==> src/rtl/core/ffpa_pkg.sv <==
// shared constants, types and helpers of the first-fit partition allocator
package ffpa_pkg;

  localparam int NUM_BLOCKS = 16;
  localparam int MAX_FAILED = 16;
  localparam int SIZE_BITS  = 16;

  // fixed widths of the external fields
  localparam int IO_IDX_W  = 4;
  localparam int IO_SIZE_W = 16;
  localparam int TOTAL_W   = 20;
  localparam int CFG_W     = 5;
  localparam logic [TOTAL_W-1:0] TOTAL_MAX = {TOTAL_W{1'b1}};

  // derived widths
  localparam int IDX_W   = (NUM_BLOCKS > 1) ? $clog2(NUM_BLOCKS) : 1;
  localparam int LIDX_W  = (IDX_W > IO_IDX_W) ? IDX_W : IO_IDX_W;
  localparam int LIM_W   = $clog2(NUM_BLOCKS + 1);
  localparam int FIDX_W  = (MAX_FAILED > 1) ? $clog2(MAX_FAILED) : 1;
  localparam int FCNT_W  = $clog2(MAX_FAILED + 1);
  localparam int SUM_W   = ((TOTAL_W > SIZE_BITS) ? TOTAL_W : SIZE_BITS) + 1;
  localparam int FCMP_W  = (TOTAL_W > SIZE_BITS) ? TOTAL_W : SIZE_BITS;

  typedef enum logic [1:0] {
    REQ_LOAD   = 2'd0,
    REQ_ALLOC  = 2'd1,
    REQ_REPORT = 2'd2,
    REQ_CLEAR  = 2'd3
  } req_t;

  typedef enum logic [1:0] {
    ST_IDLE,
    ST_BLK,
    ST_FAIL,
    ST_FIN
  } state_t;

  // token walking the block cells
  typedef struct packed {
    logic                 valid;
    req_t                 op;
    logic [SIZE_BITS-1:0] req_size;
    logic                 found;
    logic [LIDX_W-1:0]    idx;
    logic [SIZE_BITS-1:0] left;
    logic [TOTAL_W-1:0]   ftotal;
  } blk_tok_t;

  // broadcast control to the block cells
  typedef struct packed {
    logic                 load;
    logic                 clear;
    logic [LIDX_W-1:0]    idx;
    logic [SIZE_BITS-1:0] size;
  } blk_ctl_t;

  // token walking the failed-list cells
  typedef struct packed {
    logic                 valid;
    logic [TOTAL_W-1:0]   ftotal;
    logic [SIZE_BITS-1:0] efrag;
  } fail_tok_t;

  // write port of the failed-list cells
  typedef struct packed {
    logic                 wr;
    logic [FIDX_W-1:0]    idx;
    logic [SIZE_BITS-1:0] size;
  } fail_ctl_t;

  function automatic logic [TOTAL_W-1:0] sat_add(input logic [TOTAL_W-1:0] a,
                                                 input logic [SIZE_BITS-1:0] b);
    logic [SUM_W-1:0] s;
    s = SUM_W'(a) + SUM_W'(b);
    return (s > SUM_W'(TOTAL_MAX)) ? TOTAL_MAX : s[TOTAL_W-1:0];
  endfunction

endpackage

==> src/rtl/core/ffpa_if.sv <==
// request and result channel interfaces of the partition allocator
interface ffpa_req_if;
  import ffpa_pkg::*;

  logic                 valid;
  logic                 ready;
  logic [1:0]           req_type;
  logic [IO_IDX_W-1:0]  block_index;
  logic [IO_SIZE_W-1:0] size;

  modport source (output valid, req_type, block_index, size, input ready);
  modport sink   (input valid, req_type, block_index, size, output ready);
endinterface

interface ffpa_res_if;
  import ffpa_pkg::*;

  logic                 valid;
  logic                 ready;
  logic                 granted;
  logic [IO_IDX_W-1:0]  granted_block;
  logic [IO_SIZE_W-1:0] leftover;
  logic [TOTAL_W-1:0]   internal_total;
  logic [TOTAL_W-1:0]   free_total;
  logic [IO_SIZE_W-1:0] external_frag;
  logic                 list_full;

  modport source (output valid, granted, granted_block, leftover, internal_total,
                  free_total, external_frag, list_full, input ready);
  modport sink   (input valid, granted, granted_block, leftover, internal_total,
                  free_total, external_frag, list_full, output ready);
endinterface

==> src/rtl/core/ffpa_blk_cell.sv <==
// one partition block cell: holds a size and a used flag, serves the passing token
module ffpa_blk_cell (
  input  logic                         clk,
  input  logic                         rst,
  input  logic [ffpa_pkg::IDX_W-1:0]   cell_idx,
  input  logic [ffpa_pkg::LIM_W-1:0]   lim,
  input  ffpa_pkg::blk_ctl_t           ctl,
  input  ffpa_pkg::blk_tok_t           tok_in,
  output ffpa_pkg::blk_tok_t           tok_out
);
  import ffpa_pkg::*;

  logic [SIZE_BITS-1:0] size_q;
  logic                 used;
  logic                 load_hit;
  logic                 free_here;
  logic                 grant;
  blk_tok_t             tok_next;

  assign load_hit  = ctl.load && (ctl.idx == LIDX_W'(cell_idx));
  assign free_here = !used && (LIM_W'(cell_idx) < lim);
  assign grant     = tok_in.valid && (tok_in.op == REQ_ALLOC) && !tok_in.found &&
                     free_here && (size_q >= tok_in.req_size);

  always_comb begin
    tok_next = tok_in;
    if (grant) begin
      tok_next.found = 1'b1;
      tok_next.idx   = LIDX_W'(cell_idx);
      tok_next.left  = size_q - tok_in.req_size;
    end
    if (tok_in.valid && (tok_in.op == REQ_REPORT) && free_here) begin
      tok_next.ftotal = sat_add(tok_in.ftotal, size_q);
    end
  end

  always_ff @(posedge clk) begin
    if (load_hit) begin
      size_q <= ctl.size;
    end
  end

  always_ff @(posedge clk) begin
    if (rst) begin
      used <= 1'b0;
    end else if (ctl.clear || load_hit) begin
      used <= 1'b0;
    end else if (grant) begin
      used <= 1'b1;
    end
  end

  always_ff @(posedge clk) begin
    if (rst) begin
      tok_out.valid <= 1'b0;
    end else begin
      tok_out <= tok_next;
    end
  end

endmodule

==> src/rtl/core/ffpa_fail_cell.sv <==
// one failed-list cell: holds a recorded size, passes on the largest live size that fits the token's free total
module ffpa_fail_cell (
  input  logic                          clk,
  input  logic                          rst,
  input  logic [ffpa_pkg::FIDX_W-1:0]   cell_idx,
  input  logic [ffpa_pkg::FCNT_W-1:0]   count,
  input  ffpa_pkg::fail_ctl_t           ctl,
  input  ffpa_pkg::fail_tok_t           tok_in,
  output ffpa_pkg::fail_tok_t           tok_out
);
  import ffpa_pkg::*;

  logic [SIZE_BITS-1:0] entry;
  logic                 live;
  logic                 better;
  fail_tok_t            tok_next;

  assign live   = FCNT_W'(cell_idx) < count;
  assign better = live && (FCMP_W'(entry) <= FCMP_W'(tok_in.ftotal)) &&
                  (entry > tok_in.efrag);

  always_comb begin
    tok_next = tok_in;
    if (tok_in.valid && better) begin
      tok_next.efrag = entry;
    end
  end

  always_ff @(posedge clk) begin
    if (ctl.wr && (ctl.idx == cell_idx)) begin
      entry <= ctl.size;
    end
  end

  always_ff @(posedge clk) begin
    if (rst) begin
      tok_out.valid <= 1'b0;
    end else begin
      tok_out <= tok_next;
    end
  end

endmodule

==> src/rtl/core/first_fit_partition_allocator_top.sv <==
// top level of the first-fit fixed-partition allocator
//
// usage
// - req channel: one transfer per request (load, allocate, report, clear run);
//   ready is high only while the block is idle, so one request is in work at a time
// - res channel: exactly one result transfer per request, in request order,
//   held in an output register until the receiver takes it
// - cfg_we / cfg_wdata: writes block_count; write only while the block is idle
// - load and clear go straight to the final step; allocate and report first send a
//   token that steps one cell per cycle through the row of block cells, and for a
//   report also through the row of failed-list cells, before the final step
// - a stalled receiver holds the result; the block then waits in its final step
//   and takes no new request until the result register is free
// - reset clears all used flags, the leftover sum, the failed count and the
//   overflow flag, and sets block_count to 16; block sizes stay unknown until
//   loaded
module first_fit_partition_allocator_top (
  input  logic                        clk,
  input  logic                        rst,
  input  logic                        cfg_we,
  input  logic [ffpa_pkg::CFG_W-1:0]  cfg_wdata,
  ffpa_req_if.sink                    req,
  ffpa_res_if.source                  res
);
  import ffpa_pkg::*;

  // fsm
  state_t state;
  state_t state_next;

  // configuration and run state
  logic [CFG_W-1:0]   block_count;
  logic [LIM_W-1:0]   lim;
  logic [TOTAL_W-1:0] leftover_sum;
  logic [FCNT_W-1:0]  failed_count;
  logic               overflow_seen;

  // cell chains
  blk_tok_t  blk_link  [NUM_BLOCKS+1];
  fail_tok_t fail_link [MAX_FAILED+1];
  blk_tok_t  blk_in;
  fail_tok_t fail_in;
  blk_ctl_t  blk_ctl;
  fail_ctl_t fail_ctl;

  // finished request waiting for the result register
  blk_tok_t             fin;
  logic [SIZE_BITS-1:0] fin_efrag;

  logic req_xfer;
  logic res_free;
  logic commit;
  logic fail_rec;

  // result register values after this request's update
  logic [TOTAL_W-1:0] sum_next;
  logic               overflow_next;

  assign req.ready = (state == ST_IDLE);
  assign req_xfer  = req.valid && req.ready;
  assign res_free  = !res.valid || res.ready;
  assign commit    = (state == ST_FIN) && res_free;

  // a block_count above the table size acts as the table size
  assign lim = (int'(block_count) > NUM_BLOCKS) ? LIM_W'(NUM_BLOCKS) : LIM_W'(block_count);

  // failed allocate: record while there is room, otherwise flag the overflow
  assign fail_rec = commit && (fin.op == REQ_ALLOC) && !fin.found;

  // all table changes for load and clear happen when the result is committed
  always_comb begin
    blk_ctl.load   = commit && (fin.op == REQ_LOAD);
    blk_ctl.clear  = commit && (fin.op == REQ_CLEAR);
    blk_ctl.idx    = fin.idx;
    blk_ctl.size   = fin.req_size;
    fail_ctl.wr    = fail_rec && (failed_count < FCNT_W'(MAX_FAILED));
    fail_ctl.idx   = FIDX_W'(failed_count);
    fail_ctl.size  = fin.req_size;
  end

  always_comb begin
    sum_next      = leftover_sum;
    overflow_next = overflow_seen;
    unique case (fin.op)
      REQ_ALLOC: begin
        if (fin.found) begin
          sum_next = sat_add(leftover_sum, fin.left);
        end else if (failed_count >= FCNT_W'(MAX_FAILED)) begin
          overflow_next = 1'b1;
        end
      end
      REQ_CLEAR: begin
        sum_next      = '0;
        overflow_next = 1'b0;
      end
      default: begin
      end
    endcase
  end

  // row of block cells
  assign blk_link[0] = blk_in;
  for (genvar i = 0; i < NUM_BLOCKS; i++) begin : g_blk
    ffpa_blk_cell u_cell (
      .clk     (clk),
      .rst     (rst),
      .cell_idx(IDX_W'(i)),
      .lim     (lim),
      .ctl     (blk_ctl),
      .tok_in  (blk_link[i]),
      .tok_out (blk_link[i+1])
    );
  end

  // row of failed-list cells
  assign fail_link[0] = fail_in;
  for (genvar i = 0; i < MAX_FAILED; i++) begin : g_fail
    ffpa_fail_cell u_cell (
      .clk     (clk),
      .rst     (rst),
      .cell_idx(FIDX_W'(i)),
      .count   (failed_count),
      .ctl     (fail_ctl),
      .tok_in  (fail_link[i]),
      .tok_out (fail_link[i+1])
    );
  end

  // state register
  always_ff @(posedge clk) begin
    if (rst) begin
      state <= ST_IDLE;
    end else begin
      state <= state_next;
    end
  end

  always_comb begin
    state_next = state;
    unique case (state)
      ST_IDLE: begin
        if (req_xfer) begin
          if ((req_t'(req.req_type) == REQ_ALLOC) || (req_t'(req.req_type) == REQ_REPORT)) begin
            state_next = ST_BLK;
          end else begin
            state_next = ST_FIN;
          end
        end
      end
      ST_BLK: begin
        if (blk_link[NUM_BLOCKS].valid) begin
          state_next = (blk_link[NUM_BLOCKS].op == REQ_REPORT) ? ST_FAIL : ST_FIN;
        end
      end
      ST_FAIL: begin
        if (fail_link[MAX_FAILED].valid) begin
          state_next = ST_FIN;
        end
      end
      ST_FIN: begin
        if (res_free) begin
          state_next = ST_IDLE;
        end
      end
      default: state_next = ST_IDLE;
    endcase
  end

  // token launch into the block row, single cycle
  always_ff @(posedge clk) begin
    if (rst) begin
      blk_in.valid <= 1'b0;
    end else begin
      blk_in.valid    <= req_xfer && ((req_t'(req.req_type) == REQ_ALLOC) ||
                                      (req_t'(req.req_type) == REQ_REPORT));
      blk_in.op       <= req_t'(req.req_type);
      blk_in.req_size <= SIZE_BITS'(req.size);
      blk_in.found    <= 1'b0;
      blk_in.idx      <= '0;
      blk_in.left     <= '0;
      blk_in.ftotal   <= '0;
    end
  end

  // token launch into the failed-list row once the free sum is known
  always_ff @(posedge clk) begin
    if (rst) begin
      fail_in.valid <= 1'b0;
    end else begin
      fail_in.valid  <= (state == ST_BLK) && blk_link[NUM_BLOCKS].valid &&
                        (blk_link[NUM_BLOCKS].op == REQ_REPORT);
      fail_in.ftotal <= blk_link[NUM_BLOCKS].ftotal;
      fail_in.efrag  <= '0;
    end
  end

  // capture of the finished request
  always_ff @(posedge clk) begin
    if (req_xfer) begin
      fin.valid    <= 1'b1;
      fin.op       <= req_t'(req.req_type);
      fin.req_size <= SIZE_BITS'(req.size);
      fin.found    <= 1'b0;
      fin.idx      <= LIDX_W'(req.block_index);
      fin.left     <= '0;
      fin.ftotal   <= '0;
      fin_efrag    <= '0;
    end else if ((state == ST_BLK) && blk_link[NUM_BLOCKS].valid) begin
      fin       <= blk_link[NUM_BLOCKS];
      fin_efrag <= '0;
    end else if ((state == ST_FAIL) && fail_link[MAX_FAILED].valid) begin
      fin_efrag <= fail_link[MAX_FAILED].efrag;
    end
  end

  // configuration and run totals
  always_ff @(posedge clk) begin
    if (rst) begin
      block_count   <= CFG_W'(16);
      leftover_sum  <= '0;
      failed_count  <= '0;
      overflow_seen <= 1'b0;
    end else begin
      if (cfg_we) begin
        block_count <= cfg_wdata;
      end
      if (commit) begin
        leftover_sum  <= sum_next;
        overflow_seen <= overflow_next;
        if (fin.op == REQ_CLEAR) begin
          failed_count <= '0;
        end else if (fail_ctl.wr) begin
          failed_count <= failed_count + FCNT_W'(1);
        end
      end
    end
  end

  // result register
  always_ff @(posedge clk) begin
    if (rst) begin
      res.valid <= 1'b0;
    end else if (commit) begin
      res.valid <= 1'b1;
    end else if (res.ready) begin
      res.valid <= 1'b0;
    end
  end

  always_ff @(posedge clk) begin
    if (commit) begin
      res.granted        <= (fin.op == REQ_ALLOC) && fin.found;
      res.granted_block  <= ((fin.op == REQ_ALLOC) && fin.found) ? IO_IDX_W'(fin.idx) : '0;
      res.leftover       <= ((fin.op == REQ_ALLOC) && fin.found) ? IO_SIZE_W'(fin.left) : '0;
      res.internal_total <= sum_next;
      res.free_total     <= (fin.op == REQ_REPORT) ? fin.ftotal : '0;
      res.external_frag  <= (fin.op == REQ_REPORT) ? IO_SIZE_W'(fin_efrag) : '0;
      res.list_full      <= overflow_next;
    end
  end

endmodule

==> src/flat_wrapper.sv <==
// flat-port wrapper written by rule: the top's interface ports become plain ports
module first_fit_partition_allocator_top_flat import ffpa_pkg::*;
  (clk, rst, cfg_we, cfg_wdata, req_valid, req_req_type, req_block_index, req_size, req_ready, res_valid, res_granted, res_granted_block, res_leftover, res_internal_total, res_free_total, res_external_frag, res_list_full, res_ready);
  ffpa_req_if req_i ();
  ffpa_res_if res_i ();
  input  logic clk;
  input  logic rst;
  input  logic cfg_we;
  input  logic [ffpa_pkg::CFG_W-1:0] cfg_wdata;
  input wire logic [$bits(req_i.valid)-1:0] req_valid;
  input wire logic [$bits(req_i.req_type)-1:0] req_req_type;
  input wire logic [$bits(req_i.block_index)-1:0] req_block_index;
  input wire logic [$bits(req_i.size)-1:0] req_size;
  output wire logic [$bits(req_i.ready)-1:0] req_ready;
  output wire logic [$bits(res_i.valid)-1:0] res_valid;
  output wire logic [$bits(res_i.granted)-1:0] res_granted;
  output wire logic [$bits(res_i.granted_block)-1:0] res_granted_block;
  output wire logic [$bits(res_i.leftover)-1:0] res_leftover;
  output wire logic [$bits(res_i.internal_total)-1:0] res_internal_total;
  output wire logic [$bits(res_i.free_total)-1:0] res_free_total;
  output wire logic [$bits(res_i.external_frag)-1:0] res_external_frag;
  output wire logic [$bits(res_i.list_full)-1:0] res_list_full;
  input wire logic [$bits(res_i.ready)-1:0] res_ready;
  assign req_i.valid = req_valid;
  assign req_i.req_type = req_req_type;
  assign req_i.block_index = req_block_index;
  assign req_i.size = req_size;
  assign req_ready = req_i.ready;
  assign res_valid = res_i.valid;
  assign res_granted = res_i.granted;
  assign res_granted_block = res_i.granted_block;
  assign res_leftover = res_i.leftover;
  assign res_internal_total = res_i.internal_total;
  assign res_free_total = res_i.free_total;
  assign res_external_frag = res_i.external_frag;
  assign res_list_full = res_i.list_full;
  assign res_i.ready = res_ready;
  first_fit_partition_allocator_top u_core (.clk(clk), .rst(rst), .cfg_we(cfg_we), .cfg_wdata(cfg_wdata), .req(req_i), .res(res_i));
endmodule
==> config.mk <==
export PLATFORM = sky130hd
export DESIGN_NAME = first_fit_partition_allocator_top_flat
export DESIGN_NICKNAME = d
export VERILOG_FILES = /design/src/rtl/core/ffpa_pkg.sv /design/src/rtl/core/ffpa_if.sv /design/src/rtl/core/ffpa_blk_cell.sv /design/src/rtl/core/ffpa_fail_cell.sv /design/src/rtl/core/first_fit_partition_allocator_top.sv /design/src/flat_wrapper.sv
export SDC_FILE = /design/constraint.sdc
export NUM_CORES = 2
export LEC_CHECK = 0
export ABC_AREA = 1
export BUFFER_PORTS_ARGS = -buffer_cell sky130_fd_sc_hd__buf_2
export CAP_MARGIN = 20
export CORE_AREA = 2 2 512 413
export DETAILED_ROUTE_END_ITERATION = 16
export DIE_AREA = 0 0 514 415
export PLACE_DENSITY = 0.77
export SKIP_LAST_GASP = 1
export SYNTH_ARGS = -nofsm -noshare
export SYNTH_HDL_FRONTEND = slang
export SYNTH_SLANG_ARGS = --single-unit
==> constraint.sdc <==
create_clock -name clk -period 45.2 [get_ports clk]
set_clock_uncertainty 0.15 [all_clocks]
set_input_delay 4.52 -clock clk [delete_from_list [all_inputs] [get_ports clk]]
set_output_delay 4.52 -clock clk [all_outputs]
set_load 0.02 [all_outputs]
==> After elaboration in Yosys (flattened, before gate mapping) <==
Index checks and enable logic that the tools add are counted.
{ "word_totals": {"regBits": 2272, "inputBits": 32} }
{ "classes": {"add_sub_neg": 33, "order_cmp": 100, "eq_ne": 75, "n_mux": 81, "n_reduce_logical": 280} }
{ "ops": {"columns": ["operator", "count"], "rows": [
  ["2-to-1 mux 20 bit", 33],
  ["2-to-1 mux 16 bit", 30],
  ["adder 20 x 16 -> 21 bit", 16],
  ["greater-than comparator 21 x 20 -> 1 bit (second input constant)", 16],
  ["<= comparator 16 x 20 -> 1 bit", 16],
  ["greater-or-equal comparator 16 bit", 16],
  ["subtractor 16 bit", 16],
  ["greater-than comparator 16 bit", 15],
  ["logical AND 1 bit", 203],
  ["2-to-1 mux 59 bit", 2],
  ["less-than comparator 4 x 5 -> 1 bit (first input constant)", 16],
  ["equality test 4 bit (second input constant)", 16],
  ["equality test 2 bit (second input constant)", 22],
  ["less-than comparator 3 x 5 -> 1 bit (first input constant)", 8],
  ["case mux 20 bit (2 select lines)", 1],
  ["equality test 2 x 1 -> 1 bit (second input constant)", 19],
  ["OR reduction 2 bit", 17],
  ["logical NOT 1 bit", 33],
  ["equality test 4 x 3 -> 1 bit (second input constant)", 8],
  ["greater-than comparator 16 x 20 -> 1 bit (second input constant)", 1],
  ["less-than comparator 1 x 5 -> 1 bit (first input constant)", 4],
  ["less-than comparator 2 x 5 -> 1 bit (first input constant)", 4],
  ["logical OR 1 bit", 18],
  ["equality test 4 x 2 -> 1 bit (second input constant)", 4],
  ["other kinds (18)", 35]
]} }

==> Longest topological paths before layout <==
{ "depth": {"word_depth": 8, "depth_mapped": 17} }

==> By module <==
Synthesis repeated with hierarchy kept, for this count alone.
{ "unflattened": {"hier_cells": 16585, "area_unflattened_um2": 142020.0} }
{ "by_module_without_submodules": {"columns": ["module", "instances", "cells_per_inst", "area_per_inst_um2", "seq_area_each_um2"], "rows": [
  ["ffpa_blk_cell at u_core.g_blk[12].u_cell ...", 9, 674, 5363.9, 2292.2],
  ["ffpa_fail_cell", 16, 285, 2884.0, 1581.5],
  ["ffpa_blk_cell at u_core.g_blk[0].u_cell ...", 7, 698, 5383.9, 2292.2],
  ["first_fit_partition_allocator_top", 1, 1073, 9913.3, 5925.7]
]} }

==> Worst setup path after synthesis <==
OpenSTA, ideal clock, no wires.
{ "synth_timing": {"kind": "input port to flip-flop", "startpoint": "input rst", "endpoint": "register u_core.g_blk[5].u_cell.used", "setup_time_ps": 131, "arrival_ps": 44399, "slack_ps": 520, "path_stages": 6, "n_path_buf": 1, "cell_sequence": "clkinv_1 nand2_1 inv_1 clkbuf_1 o21ai_0 a21oi_1"} }
{ "synth_via": {"elab_chain_cells": 1} }
{ "synth_rtl": {"columns": ["item", "line_no", "rtl"], "rows": [
  ["start: declaration", "flat_wrapper.sv:7", "input logic rst;"],
  ["OR reduction 2 bit (no line)", null, null],
  ["end signal: assignment", "ffpa_blk_cell.sv:45", "used <= 1'b0;"],
  ["end signal: assignment", "ffpa_blk_cell.sv:47", "used <= 1'b0;"],
  ["end signal: assignment", "ffpa_blk_cell.sv:49", "used <= 1'b1;"],
  ["end: declaration", "ffpa_blk_cell.sv:14", "logic used;"]
]} }
Every way passes these cells.
A chain may end at the register's enable or synchronous reset.

==> Final worst setup path <==
{ "layout_timing": {"startpoint": "input rst", "endpoint": "register u_core.g_blk[0].u_cell.tok_out[14] (netlist bit), enable pin"} }
{ "layout_rtl": {"columns": ["item", "line_no", "rtl"], "rows": [
  ["end signal: assignment", "ffpa_blk_cell.sv:57", "tok_out <= tok_next;"],
  ["end: declaration", "ffpa_blk_cell.sv:9", "output ffpa_pkg::blk_tok_t tok_out"]
]} }
No word-level cell between the ends.

==> out/metrics.cfg <==
[timing]
min_period_ns=9.55
maxSlewViolCount=0
fin_crit_sh_pct=21.1
relSlewSlack_pct=15.9
setup_ws_ns=35.65
rsz0062_at_grt=false
tightest_slew_ns=1.26
finalSetupTns_ns=0
setup_viol=0
whs_ns=0.284
max_freq_mhz=105
hold_viol=0

[clocking]
cts_root_buf=clkbuf_16
cts_buffers=221
post-cts-setup-buffer-count=0
cts_sinks=2262
hold_buffers=0
htreeDepth=4
cts_resized=0
clock_path_buffers=3
cts.clk_slew.worst_paths_ns=0.07
cts_tree=done
clk_latency_ns=0.89

[grt]
grt_max_degree=208
grt_pass1_vias=84358
grt_use_total_pct=33.7
grt_pass1_wl_mm=533
antenna_found_initial=23
grt_overflow=0

[worst_setup_path]
reg2reg_from=u_core.failed_count[4]
start_kind=input pin
cp_data_required_time_ns=45.54
rr_endpoint=u_core.g_fail[10].u_cell.tok_out[2]
ff2ff_path_depth=6
arrival_ns=9.89
end_kind=register
rrSetupSlack_ns=41.22
worstPathMaxFanout=163
crit_type=in2reg

[die]
start_util_pct=57.8
ioPinCount=112
rows=150
coreArea_sq_mm=0.208
die_h_um=415
die_area_sq_mm=0.213
die_x_um=514

[logic_synthesis]
ys.flop_type=edfxtp_1
ys_seq_elements=2262
synth_cell_types=65
synthesis.nets=13057
ys_seq_area_share_pct=55.4
synth_cells=11977
syn_avg_cell_area_sq_um=10.0
syn_area_sq_mm=0.120
ys_warn_count=0
synthArstFlopShare_pct=0
synth_edf_count=2125

[power_and_ir_drop]
pwr_density_cell_mw_per_mm2=38.7
p_leak_uw=0.0572
ir_worst_vdd_mv=0.0427

[drt]
drt_iter0_markers=10601
vias=89922
wl_per_cell_um=24.1
wl_met2_mm=165
totalWireLength_mm=366
wl_met1_mm=151
drc=0
routed-wl-met3_mm=36.1
avgViaCountPerCell=5.92
top_layer_used=met5
ant_nets=0
drt_first_pass_iters=9

[cells_and_area]
seqCellArea_sq_mm=0.0666
nNetsFinal=13307
multi_input_area_sq_mm=0.0466
mostFrequentLayoutCells=nand2_1, edfxtp_1, inv_1
syn2layout_area_growth_pct=9.99
layout-drive-gt1-share_pct=5.83
final_common_cell=nand2_1
n_fill_cell=16418

[placed_design]
place_congestion=0.989
port_buffers=111
hpwl_mm=273
pre_cts_ws_ns=34.73

[worst_hold_path]
hold_depth=2
min-delay-path-class=reg2reg
min_to=u_core.g_fail[8].u_cell.tok_out[36]
min_from=u_core.g_fail[7].u_cell.tok_out[36]

[run]
cap_violations=0

[outcome]
status=completed

[cell type report]
cell class / count / share of cell area, %
Antenna cell: 22 / 0.0417
Clock buffer: 262 / 4.46
Clock inverter: 158 / 1.53
Inverter: 1656 / 4.71
Multi-Input combinational cell: 7883 / 35.3
Sequential cell: 2262 / 50.4
Tap cell: 2736 / 2.59
Timing Repair Buffer: 203 / 1.05
[synthesized netlist by cell type, types with 54 or more instances]
cell type | number | area [sq um]
edfxtp_1 | 2125 | 63800
o21ai_0 | 644 | 3220
nand2_1 | 2543 | 9550
xnor2_1 | 168 | 1470
a21oi_1 | 900 | 4500
or2_2 | 78 | 488
ha_1 | 1016 | 12700
inv_1 | 1629 | 6110
clkbuf_1 | 100 | 375
a21o_1 | 60 | 450
nor3_1 | 106 | 531
a2bb2oi_1 | 68 | 596
nor2_1 | 768 | 2880
dfxtp_1 | 137 | 2740
o21ai_1 | 78 | 390
buf_2 | 67 | 335
nand3b_1 | 64 | 480
nand4_1 | 133 | 832
nand3_1 | 670 | 3350
o21a_1 | 54 | 405
xor2_1 | 200 | 1750
[critical path, stage by stage]
cell and delay [ns]:
buf_4 0.41, inv_8 0.55, buf_12 0.60, buf_4 0.77
buf_4 0.78, buf_4 0.85, buf_4 0.91
[how the worst max path moves through the flow]
stage,start,end,slack [ns],cells past startpoint
final,rst,u_core.g_blk[0].u_cell.tok_out[14],35.65,7
after global routing,rst,u_core.g_blk[0].u_cell.tok_out[15],35.36,7
after CTS,rst,u_core.g_blk[1].u_cell.tok_out[16],35.69,7
after detailed placement,rst,u_core.g_blk[1].u_cell.tok_out[15],34.73,7
after global placement,rst,u_core.g_blk[1].u_cell.tok_out[15],34.91,7
after floorplan,rst,u_core.g_blk[5].u_cell.used,0.52,6
[flip-flops by register name, indices dropped and copies added (netlist names), 19 cells and up]
name,cells
u_core.g_fail.u_cell.entry,256
u_core.blk_ctl,20
u_core.g_blk.u_cell.size_q,256
u_core.res.internal_total,20
u_core.leftover_sum,20
u_core.blk_in,19
u_core.g_blk.u_cell.tok_out,935
u_core.g_fail.u_cell.tok_out,572
u_core.fin,39
u_core.res.free_total,20
u_core.fail_in,21
[cells by family (layout without fill, tap and decap cells)]
family                   after synthesis  after routing  share of synthesized area, %
adder cells (fa/ha/maj)             1048           1048                          11.1
AND/OR/NAND/NOR                     4443           4443                          15.6
buffers and inverters               1832           2279                          5.82
XOR/XNOR                             368            368                          2.68
flip-flops                          2262           2262                          55.4
AO/OA/AOI/OAI                       2024           2024                          9.38
other                                  0             22                             0
[through the flow]
step	utilization (%)	cells	total power (uW)	cell area (sq um)
6_report	63.6	15182	5110	132000
3_3_place_gp	59.6	14720	3130	124000
3_5_place_dp	59.7	14730	3140	124000
2_1_floorplan	-	11977	2940	120000
4_1_cts	63.5	15150	5120	132000
5_1_grt	63.5	15161	5260	132000
[per-layer routing]
metal / track usage (%) / up-vias
li1: - / 41804
met1: 46.7 / 43264
met2: 52.7 / 4182
met3: 6.66 / 664
met4: 12.2 / 8
met5: 0 / -
[where the power goes]
group | internal [uW] | leakage [uW] | switching, uW
clock | 1150 | 0.00380 | 848
sequential | 2440 | 0.0216 | 104
combinational | 151 | 0.0318 | 419
Power figures use the tool's default switching activity.
